===== src/hw/rtl/m2ts_pkg.sv =====
`timescale 1ns / 1ps
package m2ts_pkg;

  localparam int DEF_PACKET_BYTES    = 192;
  localparam int DEF_TIMESTAMP_BYTES = 4;
  localparam int SYNC_RUN            = 8;
  localparam int CNT_W               = 4;

  localparam logic [7:0]       SYNC_VALUE = 8'h47;
  localparam logic [CNT_W-1:0] RUN_LIMIT  = 4'd15;
  localparam logic [2:0]       BSH_MAX    = 3'd7;
  localparam logic [2:0]       BSH_SCORE  = 3'd3;

  typedef enum logic {
    MODE_LOCKED,
    MODE_HUNT
  } mode_t;

  typedef struct packed {
    logic             tag;
    logic [CNT_W-1:0] cnt;
  } run_entry_t;

  typedef struct packed {
    logic [7:0] byte_out;
    logic       locked;
    logic [7:0] byte_in_packet;
    logic       packet_start;
    logic       sync_found;
    logic       sync_lost;
  } result_t;

  function automatic logic hdr_ok(input logic [7:0] hdr);
    return (hdr[7:6] == 2'b00) && (hdr[5:4] != 2'b00);
  endfunction

endpackage


===== src/hw/rtl/m2ts_if.sv =====
`timescale 1ns / 1ps
interface m2ts_in_if;
  logic       valid;
  logic       ready;
  logic [7:0] data_byte;

  modport source (output valid, output data_byte, input ready);
  modport sink (input valid, input data_byte, output ready);
endinterface

interface m2ts_out_if;
  logic       valid;
  logic       ready;
  logic [7:0] byte_out;
  logic       locked;
  logic [7:0] byte_in_packet;
  logic       packet_start;
  logic       sync_found;
  logic       sync_lost;

  modport source (
    output valid, output byte_out, output locked, output byte_in_packet,
    output packet_start, output sync_found, output sync_lost, input ready
  );
  modport sink (
    input valid, input byte_out, input locked, input byte_in_packet,
    input packet_start, input sync_found, input sync_lost, output ready
  );
endinterface


===== src/hw/rtl/m2ts_ram.sv =====
`timescale 1ns / 1ps
module m2ts_ram #(
  parameter int WIDTH = 5,
  parameter int DEPTH = 192
) (
  input  logic                     clk,
  input  logic                     we,
  input  logic [$clog2(DEPTH)-1:0] waddr,
  input  logic [WIDTH-1:0]         wdata,
  input  logic [$clog2(DEPTH)-1:0] raddr,
  output logic [WIDTH-1:0]         rdata
);

  logic [WIDTH-1:0] mem [DEPTH];

  always_ff @(posedge clk) begin
    if (we) begin
      mem[waddr] <= wdata;
    end
    rdata <= mem[raddr];
  end

endmodule


===== src/hw/rtl/m2ts_sync_lock_and_resync.sv =====
`timescale 1ns / 1ps
// Channel   Dir  Payload                                   Handshake
// in_bus    in   data_byte                                 valid/ready
// out_bus   out  byte_out, locked, byte_in_packet,         valid/ready
//                packet_start, sync_found, sync_lost
//
// One beat in, one registered beat out; a beat is taken each cycle while not full.
// Run table per beat: read of the next phase, and write of the current when scoring.
// Reset is synchronous: starts locked at packet byte 0, table entries invalid.
// A two-entry output queue holds results; in_bus.ready drops only when both are full.
module m2ts_sync_lock_and_resync import m2ts_pkg::*; #(
  parameter int PACKET_BYTES    = DEF_PACKET_BYTES,
  parameter int TIMESTAMP_BYTES = DEF_TIMESTAMP_BYTES
) (
  input  logic              clk,
  input  logic              rst_n,
  m2ts_in_if.sink           in_bus,
  m2ts_out_if.source        out_bus
);

  localparam int PW    = $clog2(PACKET_BYTES);
  localparam int HW    = (TIMESTAMP_BYTES >= 3) ? TIMESTAMP_BYTES : 3;
  localparam int NSEED = (TIMESTAMP_BYTES >= 3) ? TIMESTAMP_BYTES - 2 : 0;
  localparam int SW    = (NSEED > 0) ? NSEED : 1;

  localparam logic [PW-1:0] POS_TS     = PW'(TIMESTAMP_BYTES % PACKET_BYTES);
  localparam logic [PW-1:0] POS_LAST   = PW'(PACKET_BYTES - 1);
  localparam logic [PW-1:0] POS_RELOCK = PW'((TIMESTAMP_BYTES + 4) % PACKET_BYTES);
  localparam logic [PW-1:0] BIP_RELOCK = PW'((TIMESTAMP_BYTES + 3) % PACKET_BYTES);
  localparam logic [PW-1:0] PH_LOSS    =
    PW'(((TIMESTAMP_BYTES % PACKET_BYTES) + PACKET_BYTES - 2) % PACKET_BYTES);
  localparam logic [2:0]    BSH_LOSS   = 3'((TIMESTAMP_BYTES > 7) ? 7 : TIMESTAMP_BYTES);

  mode_t             mode_r, mode_nxt;
  logic [PW-1:0]     pos_r, pos_nxt;
  logic [PW-1:0]     ph_r, ph_nxt;
  logic [2:0]        bsh_r, bsh_nxt;
  logic              epoch_r, epoch_nxt;
  logic [7:0]        hist_r [HW];
  logic [7:0]        hist_nxt [HW];
  logic [PACKET_BYTES-1:0] vld_r;
  logic [SW-1:0]     seed_r;
  logic [SW-1:0]     seed_vld_r;

  result_t           q_r [2];
  logic              wr_ptr_r, rd_ptr_r;
  logic [1:0]        cnt_r;

  logic              acc, pop;
  logic [7:0]        data;
  logic [7:0]        rec [HW+1];
  logic [SW-1:0]     seed_new;
  logic [SW-1:0]     seed_sel;
  logic [2:0]        bsh_inc;
  logic              score_en;
  logic              pass;
  logic              lost;
  logic              found;
  logic [CNT_W-1:0]  cnt_old, cnt_new;
  run_entry_t        ram_q;
  run_entry_t        ram_d;
  logic [$bits(run_entry_t)-1:0] ram_rdata;
  result_t           res;

  assign data = in_bus.data_byte;
  assign acc  = in_bus.valid && in_bus.ready;
  assign pop  = out_bus.valid && out_bus.ready;

  assign in_bus.ready  = (cnt_r != 2'd2);
  assign out_bus.valid = (cnt_r != 2'd0);
  assign out_bus.byte_out       = q_r[rd_ptr_r].byte_out;
  assign out_bus.locked         = q_r[rd_ptr_r].locked;
  assign out_bus.byte_in_packet = q_r[rd_ptr_r].byte_in_packet;
  assign out_bus.packet_start   = q_r[rd_ptr_r].packet_start;
  assign out_bus.sync_found     = q_r[rd_ptr_r].sync_found;
  assign out_bus.sync_lost      = q_r[rd_ptr_r].sync_lost;

  always_comb begin
    rec[0] = data;
    for (int i = 1; i <= HW; i++) begin
      rec[i] = hist_r[i-1];
    end
  end

  generate
    if (NSEED > 0) begin : g_seed
      for (genvar k = 0; k < NSEED; k++) begin : g_cand
        assign seed_new[k] = (rec[TIMESTAMP_BYTES-k] == SYNC_VALUE) &&
                             hdr_ok(rec[TIMESTAMP_BYTES-k-3]);
      end
    end else begin : g_noseed
      assign seed_new = '0;
    end
  endgenerate

  m2ts_ram #(
    .WIDTH ($bits(run_entry_t)),
    .DEPTH (PACKET_BYTES)
  ) u_run_ram (
    .clk   (clk),
    .we    (acc && score_en),
    .waddr (ph_r),
    .wdata (ram_d),
    .raddr (ph_nxt),
    .rdata (ram_rdata)
  );

  assign ram_q = run_entry_t'(ram_rdata);
  assign ram_d = '{tag: epoch_r, cnt: cnt_new};

  // score the candidate whose header byte is this beat, and flag a sync loss
  always_comb begin
    bsh_inc  = (bsh_r == BSH_MAX) ? BSH_MAX : bsh_r + 3'd1;
    score_en = (mode_r == MODE_HUNT) && (bsh_inc >= BSH_SCORE);
    pass     = (rec[3] == SYNC_VALUE) && hdr_ok(data);
    seed_sel = '0;
    cnt_old  = (vld_r[ph_r] && (ram_q.tag == epoch_r)) ? ram_q.cnt : '0;
    for (int i = 0; i < SW; i++) begin
      seed_sel[i] = (i < NSEED) && (ph_r == PW'(i)) && seed_vld_r[i];
      if (seed_sel[i]) begin
        cnt_old = {{(CNT_W-1){1'b0}}, seed_r[i]};
      end
    end
    if (!pass) begin
      cnt_new = '0;
    end else if (cnt_old == RUN_LIMIT) begin
      cnt_new = cnt_old;
    end else begin
      cnt_new = cnt_old + 1'b1;
    end
    found = score_en && pass && (cnt_new >= CNT_W'(SYNC_RUN));
    lost  = (mode_r == MODE_LOCKED) && (pos_r == POS_TS) && (data != SYNC_VALUE);
  end

  always_comb begin
    mode_nxt  = mode_r;
    pos_nxt   = pos_r;
    ph_nxt    = ph_r;
    bsh_nxt   = bsh_r;
    epoch_nxt = epoch_r;
    hist_nxt  = hist_r;
    if (acc) begin
      hist_nxt[0] = data;
      for (int i = 1; i < HW; i++) begin
        hist_nxt[i] = hist_r[i-1];
      end
      unique case (mode_r)
        MODE_LOCKED: begin
          if (lost) begin
            mode_nxt  = MODE_HUNT;
            epoch_nxt = !epoch_r;
            ph_nxt    = PH_LOSS;
            bsh_nxt   = BSH_LOSS;
            pos_nxt   = '0;
          end else begin
            pos_nxt = (pos_r == POS_LAST) ? '0 : pos_r + 1'b1;
          end
        end
        MODE_HUNT: begin
          ph_nxt  = (ph_r == POS_LAST) ? '0 : ph_r + 1'b1;
          bsh_nxt = bsh_inc;
          if (found) begin
            mode_nxt = MODE_LOCKED;
            pos_nxt  = POS_RELOCK;
          end
        end
        default: begin
          mode_nxt = MODE_LOCKED;
        end
      endcase
    end
  end

  always_comb begin
    res = '0;
    res.byte_out   = data;
    res.sync_found = found;
    res.sync_lost  = lost;
    unique case (mode_r)
      MODE_LOCKED: begin
        if (!lost) begin
          res.locked         = 1'b1;
          res.byte_in_packet = 8'(pos_r);
          res.packet_start   = (pos_r == '0);
        end
      end
      MODE_HUNT: begin
        if (found) begin
          res.locked         = 1'b1;
          res.byte_in_packet = 8'(BIP_RELOCK);
        end
      end
      default: begin
        res.locked = 1'b0;
      end
    endcase
  end

  always_ff @(posedge clk) begin
    if (!rst_n) begin
      mode_r     <= MODE_LOCKED;
      pos_r      <= '0;
      ph_r       <= '0;
      bsh_r      <= '0;
      epoch_r    <= 1'b0;
      vld_r      <= '0;
      seed_vld_r <= '0;
      wr_ptr_r   <= 1'b0;
      rd_ptr_r   <= 1'b0;
      cnt_r      <= 2'd0;
      for (int i = 0; i < HW; i++) begin
        hist_r[i] <= 8'd0;
      end
    end else begin
      mode_r  <= mode_nxt;
      pos_r   <= pos_nxt;
      ph_r    <= ph_nxt;
      bsh_r   <= bsh_nxt;
      epoch_r <= epoch_nxt;
      hist_r  <= hist_nxt;
      if (acc && score_en) begin
        vld_r[ph_r] <= 1'b1;
        for (int i = 0; i < SW; i++) begin
          if (seed_sel[i]) begin
            seed_vld_r[i] <= 1'b0;
          end
        end
      end
      if (acc && lost) begin
        for (int i = 0; i < SW; i++) begin
          seed_vld_r[i] <= (i < NSEED);
        end
      end
      if (acc) begin
        wr_ptr_r <= !wr_ptr_r;
      end
      if (pop) begin
        rd_ptr_r <= !rd_ptr_r;
      end
      cnt_r <= 2'(cnt_r + {1'b0, acc} - {1'b0, pop});
    end
  end

  always_ff @(posedge clk) begin
    if (acc && lost) begin
      seed_r <= seed_new;
    end
    if (acc) begin
      q_r[wr_ptr_r] <= res;
    end
  end

  a_lost_hunt: assert property (@(posedge clk) disable iff (!rst_n)
    (acc && lost) |=> (mode_r == MODE_HUNT && epoch_r != $past(epoch_r)))
    else $error("loss beat did not start a hunt with a fresh epoch");

  a_relock: assert property (@(posedge clk) disable iff (!rst_n)
    (acc && found) |=> (mode_r == MODE_LOCKED && pos_r == POS_RELOCK))
    else $error("relock did not restore packet position");

  a_queue_count: assert property (@(posedge clk) disable iff (!rst_n)
    rst_n |=> (cnt_r == 2'($past(cnt_r) + {1'b0, $past(acc)} - {1'b0, $past(pop)})))
    else $error("output queue count out of step with beats");

  a_ready_reset: assert property (@(posedge clk)
    (!rst_n) |=> (in_bus.ready && !out_bus.valid))
    else $error("queue not empty after reset");

endmodule


===== src/flat_wrapper.sv =====
// flat-port wrapper written by rule: the top's interface ports become plain ports
module m2ts_sync_lock_and_resync_flat import m2ts_pkg::*;
#(
  parameter int PACKET_BYTES    = DEF_PACKET_BYTES,
  parameter int TIMESTAMP_BYTES = DEF_TIMESTAMP_BYTES
)
  (clk, rst_n, in_bus_valid, in_bus_data_byte, in_bus_ready, out_bus_valid, out_bus_byte_out, out_bus_locked, out_bus_byte_in_packet, out_bus_packet_start, out_bus_sync_found, out_bus_sync_lost, out_bus_ready);
  m2ts_in_if in_bus_i ();
  m2ts_out_if out_bus_i ();
  input  logic clk;
  input  logic rst_n;
  input wire logic [$bits(in_bus_i.valid)-1:0] in_bus_valid;
  input wire logic [$bits(in_bus_i.data_byte)-1:0] in_bus_data_byte;
  output wire logic [$bits(in_bus_i.ready)-1:0] in_bus_ready;
  output wire logic [$bits(out_bus_i.valid)-1:0] out_bus_valid;
  output wire logic [$bits(out_bus_i.byte_out)-1:0] out_bus_byte_out;
  output wire logic [$bits(out_bus_i.locked)-1:0] out_bus_locked;
  output wire logic [$bits(out_bus_i.byte_in_packet)-1:0] out_bus_byte_in_packet;
  output wire logic [$bits(out_bus_i.packet_start)-1:0] out_bus_packet_start;
  output wire logic [$bits(out_bus_i.sync_found)-1:0] out_bus_sync_found;
  output wire logic [$bits(out_bus_i.sync_lost)-1:0] out_bus_sync_lost;
  input wire logic [$bits(out_bus_i.ready)-1:0] out_bus_ready;
  assign in_bus_i.valid = in_bus_valid;
  assign in_bus_i.data_byte = in_bus_data_byte;
  assign in_bus_ready = in_bus_i.ready;
  assign out_bus_valid = out_bus_i.valid;
  assign out_bus_byte_out = out_bus_i.byte_out;
  assign out_bus_locked = out_bus_i.locked;
  assign out_bus_byte_in_packet = out_bus_i.byte_in_packet;
  assign out_bus_packet_start = out_bus_i.packet_start;
  assign out_bus_sync_found = out_bus_i.sync_found;
  assign out_bus_sync_lost = out_bus_i.sync_lost;
  assign out_bus_i.ready = out_bus_ready;
  m2ts_sync_lock_and_resync #(.PACKET_BYTES(PACKET_BYTES), .TIMESTAMP_BYTES(TIMESTAMP_BYTES)) u_core (.clk(clk), .rst_n(rst_n), .in_bus(in_bus_i), .out_bus(out_bus_i));
endmodule

===== config.mk =====
export PLATFORM = sky130hd
export DESIGN_NAME = m2ts_sync_lock_and_resync_flat
export DESIGN_NICKNAME = d
export VERILOG_FILES = /design/src/hw/rtl/m2ts_pkg.sv /design/src/hw/rtl/m2ts_if.sv /design/src/hw/rtl/m2ts_ram.sv /design/src/hw/rtl/m2ts_sync_lock_and_resync.sv /design/src/flat_wrapper.sv
export SDC_FILE = /design/constraint.sdc
export NUM_CORES = 2
export LEC_CHECK = 0
export BUFFER_PORTS_ARGS = -buffer_cell sky130_fd_sc_hd__buf_2
export CELL_PAD_IN_SITES_DETAIL_PLACEMENT = 1
export CELL_PAD_IN_SITES_GLOBAL_PLACEMENT = 1
export CORE_UTILIZATION = 30
export CTS_CLUSTER_DIAMETER = 40
export CTS_CLUSTER_SIZE = 12
export DETAILED_ROUTE_END_ITERATION = 10
export PLACE_DENSITY = 0.61
export SLEW_MARGIN = 20
export SYNTH_ARGS = -nofsm -noshare
export SYNTH_HDL_FRONTEND = slang
export SYNTH_SLANG_ARGS = --single-unit

===== constraint.sdc =====
create_clock -name clk -period 10.1 [get_ports clk]
set_clock_uncertainty 0.2 [all_clocks]
set_input_delay 1.515 -clock clk [delete_from_list [all_inputs] [get_ports clk]]
set_output_delay 1.515 -clock clk [all_outputs]
set_load 0.03 [all_outputs]

==> impl_metrics.ini <==
[routing]
remaining_drc_errors = 18
wl_per_cell_um = 24.86
drt-vias-per-instance = 5.146
drt-total-wl_mm = 144.2
firstDrtPassIters = 8
antenna_left = 0
drt_iter0_markers = 2533
via_count = 29850

[setup_path]
crit_required_ns = 10.59
reg2reg_from = u_core.ph_r[0]$_SDFF_PN0_
critPathCapture = u_core.u_run_ram.rdata[1]$_DFF_P_
cp_slowest_cell = dfxtp_4
slowest_delay_ns = 1.00
setup.worst_path.class = reg2reg
critPathMaxFanout = 89
crit_buf_inv = 2
timing.rr.end = u_core.u_run_ram.rdata[1]$_DFF_P_
critPathTopFamily = simple AND/OR/NAND/NOR gates
path_cells = ha_1 -> nand3_1 -> o2111ai_2 -> a21boi_4 -> buf_4 -> nand2_4 -> buf_12 -> mux4_2 -> a22oi_1 -> a21oi_1 -> nor3_1 -> nand3_1 -> a22o_1
worstSetupStartpoint = u_core.ph_r[0]$_SDFF_PN0_
path_common_cell = nand3_1
cp_num_cells = 13
r2r_setup_slack_ns = 3.75
start_kind = flip-flop
critPathArrivalTime_ns = 6.85
rr_worst_depth = 13
endpoint_kind = flip-flop

[die]
ioPinCount = 34
initial_core_util_pct = 30.26
num_rows = 149
die_height_um = 409.9
die_w_um = 409.9
fp.coreArea_um2 = 165000
die-area_um2 = 168000

[cts]
cts_hold_buf = 0
cts_root_buffer = clkbuf_16
cts_buffers = 164
clock_sinks = 1259
cts.clk_slew.worst_paths_ns = 0.06
cts_htree_levels = 4
cts_tree = done
insertion_delay_ns = 0.80
clockBufferDepth = 3
post_cts.repair.setup_buffers = 0
post_cts_resized = 0

[sta]
fin_crit_ns = 6.355
rsz0062_at_grt = no
relSlewSlack_pct = 22.26
period_share_pct = 62.92
finalSetupTns_ns = 0
hold_violations = 0
setup_viol = 0
slew_viol_final = 0
max_clock_freq_ghz = 0.1574
worst_pin_slew_ns = 1.162

[synth]
ys.warnings.count = 0
syn_nets = 3424
syn_area_um2 = 49920
synth_edf_count = 1002
yosys_register_bits = 1259
synthArstFlopShare_pct = 0
ys_seq_area_share_pct = 70.58
syn_avg_cell_area_um2 = 14.67
ys.flop_type = edfxtp_1
syn_inst = 3402
synth.distinct_cells = 82

[global_routing]
first_global_vias = 30940
grt_pass1_wl_mm = 213.3
grt-ovfl-total = 0
grt_usage_pct = 17.06
grt_max_degree = 194
antenna_found_initial = 3

[run_status]
status = complete, but fails checks
failed_checks = design-rule violations

[power]
p_per_area_nw_per_um2 = 201.3
ir_worst_vdd_mv = 0.1480
seq_power_share_pct = 47.9
p_leak_nw = 17.56
switching_share_pct = 22.49
pwr-share-clk_pct = 48.9
pwr-share-comb_pct = 3.2
p_int_mw = 9.076
power.switching_mw = 2.633

[place]
portBuffers = 33
dpl.hpwl_mm = 89.73
dp_cells = 5495
place_congestion = 0.8300

[finish]
multiInputGateArea_um2 = 13800
antenna_cells = 0
syn_to_final_growth_pct = 16.51
final_cells = 5801
final-seq-area_um2 = 35250
layout-drive-gt1-share_pct = 18.66
nets = 3494
fill_cells = 16960

[hold_path]
hp-class = reg2reg

[flow_run]
maxCapViolCount = 0
## state kept, by name, indices dropped and copies added (netlist names), 3 cells and up, named ones only
signal,count
u_core.hist_r,32
u_core.u_run_ram.rdata,5
u_core.bsh_r,3
u_core.u_run_ram.mem,960
u_core.pos_r,8
u_core.vld_r,192
u_core.q_r,40
u_core.ph_r,8
## cell usage after synthesis, drive strengths merged (4+ instances only)
cell type  number  area, um^2
o41ai           9       78.83
clkbuf        115       431.7
mux2i          50       504.2
o22ai          14       93.84
nand4          24       150.1
nand4b          4       50.05
ha             10       125.1
o221ai          5       43.79
nand3          87       435.4
dfxtp         257        5145
nand2         339        1275
a22oi          51       382.9
nand2b          5       31.28
a22o           18       157.7
inv            23       86.33
a21oi          94       478.0
a221oi         23       201.4
mux2           24       270.3
xnor2           5       43.79
a21boi          5       48.80
and3           82       513.0
mux4          208        4684
and2           10       62.56
o21ai          63       322.8
a311oi         16       140.1
nor3           53       265.3
nor2b          11       68.82
nor2          583        2191
buf            94       585.6
nor4            4       31.28
edfxtp       1002       30090
nor3b           5       37.54
a211oi         17       127.6
a311o           7       70.07
a31oi          31       193.9
o211ai          6       45.04
## per-stage QoR
step	util, %	power [mW]	hold WS, ns	area, um^2	setup slack (ns)
final	35.25	11.71	0.2457	58160	3.745
after global routing	35.25	12.03	0.2703	58160	3.401
after CTS	35.22	11.82	0.2521	58120	3.579
after detailed placement	31.94	6.092	0.2443	52690	3.148
after global placement	31.89	6.086	0.2358	52620	3.131
after floorplan	-	5.972	0.2316	49920	0.3182
## tightest hold or removal path, cell delays in order (launching register included)
cell and delay [ns]:
dfxtp_1 0.31, nand2_1 0.05, a21oi_1 0.05
## area by class of cell
cell class / count / share of cell area, %
inverter: 23 / 0.1613
sequential: 1259 / 60.60
clock buffer: 199 / 7.421
tap: 2189 / 4.709
clock inverter: 107 / 1.906
multi-input combinational: 1911 / 23.73
timing repair buffer: 113 / 1.474
## power by group through the flow
stage	Combinational, mW	Clock, mW	Sequential, mW
4_1_cts	0.378	5.84	5.61
5_1_grt	0.405	6.02	5.61
6_report	0.373	5.73	5.61
3_5_place_dp	0.376	0	5.72
2_1_floorplan	0.275	0	5.70
3_3_place_gp	0.372	0	5.71
## cell usage in the layout, fill, tap and decap left out, types with 13 or more instances in the layout
| master | n |
|---|---|
| clkbuf_16 | 165 |
| clkinv_2 | 22 |
| nand4_1 | 24 |
| o21ai_0 | 55 |
| buf_4 | 72 |
| inv_6 | 13 |
| mux2i_1 | 49 |
| a311oi_1 | 16 |
| a22o_1 | 18 |
| edfxtp_1 | 1002 |
| a221oi_1 | 22 |
| dfxtp_1 | 253 |
| clkbuf_1 | 28 |
| clkinv_4 | 16 |
| nor3_1 | 39 |
| nor3_2 | 14 |
| inv_1 | 19 |
| buf_2 | 33 |
| nand3_1 | 87 |
| and3_1 | 82 |
| clkinv_1 | 14 |
| o22ai_1 | 13 |
| mux2_2 | 24 |
| a22oi_1 | 51 |
| mux4_2 | 208 |
| a21oi_1 | 91 |
| nor2_1 | 575 |
| a31oi_1 | 30 |
| clkinvlp_4 | 13 |
| nand2_1 | 335 |
| a211oi_1 | 17 |
## cell families after synthesis
group	share of synthesized area, %
DFF	70.58
and+or+nand+nor	10.53
AOI/OAI and AO/OA	5.349
muxes	10.94
buffers and inverters	2.211
adders and majority gates	0.2506
xor gates and xnor gates	0.1404
## how the worst min path moves through the flow
stage                                         startpoint                             end  slack, ns  depth (start not counted)
final                     u_core.hist_r[18]$_SDFFE_PN0P_  u_core.hist_r[10]$_SDFFE_PN0P_       0.25                          2
after global routing       u_core.hist_r[2]$_SDFFE_PN0P_   u_core.hist_r[2]$_SDFFE_PN0P_       0.27                          2
after CTS                 u_core.hist_r[18]$_SDFFE_PN0P_  u_core.hist_r[10]$_SDFFE_PN0P_       0.25                          2
after detailed placement   u_core.hist_r[2]$_SDFFE_PN0P_   u_core.hist_r[2]$_SDFFE_PN0P_       0.24                          2
after global placement    u_core.hist_r[22]$_SDFFE_PN0P_  u_core.hist_r[14]$_SDFFE_PN0P_       0.24                          2
after floorplan            u_core.hist_r[2]$_SDFFE_PN0P_   u_core.hist_r[2]$_SDFFE_PN0P_       0.23                          2
## routing by layer
layer | up-vias | GRT usage [%] | wire [um]
met2 | 874 | 27.56 | 68630
met1 | 15640 | 23.23 | 64070
met3 | 242 | 3.199 | 8003
met5 | - | 0 | 13
met4 | 2 | 5.108 | 3524
li1 | 13090 | - | -
(Power assumes the default switching activity.)
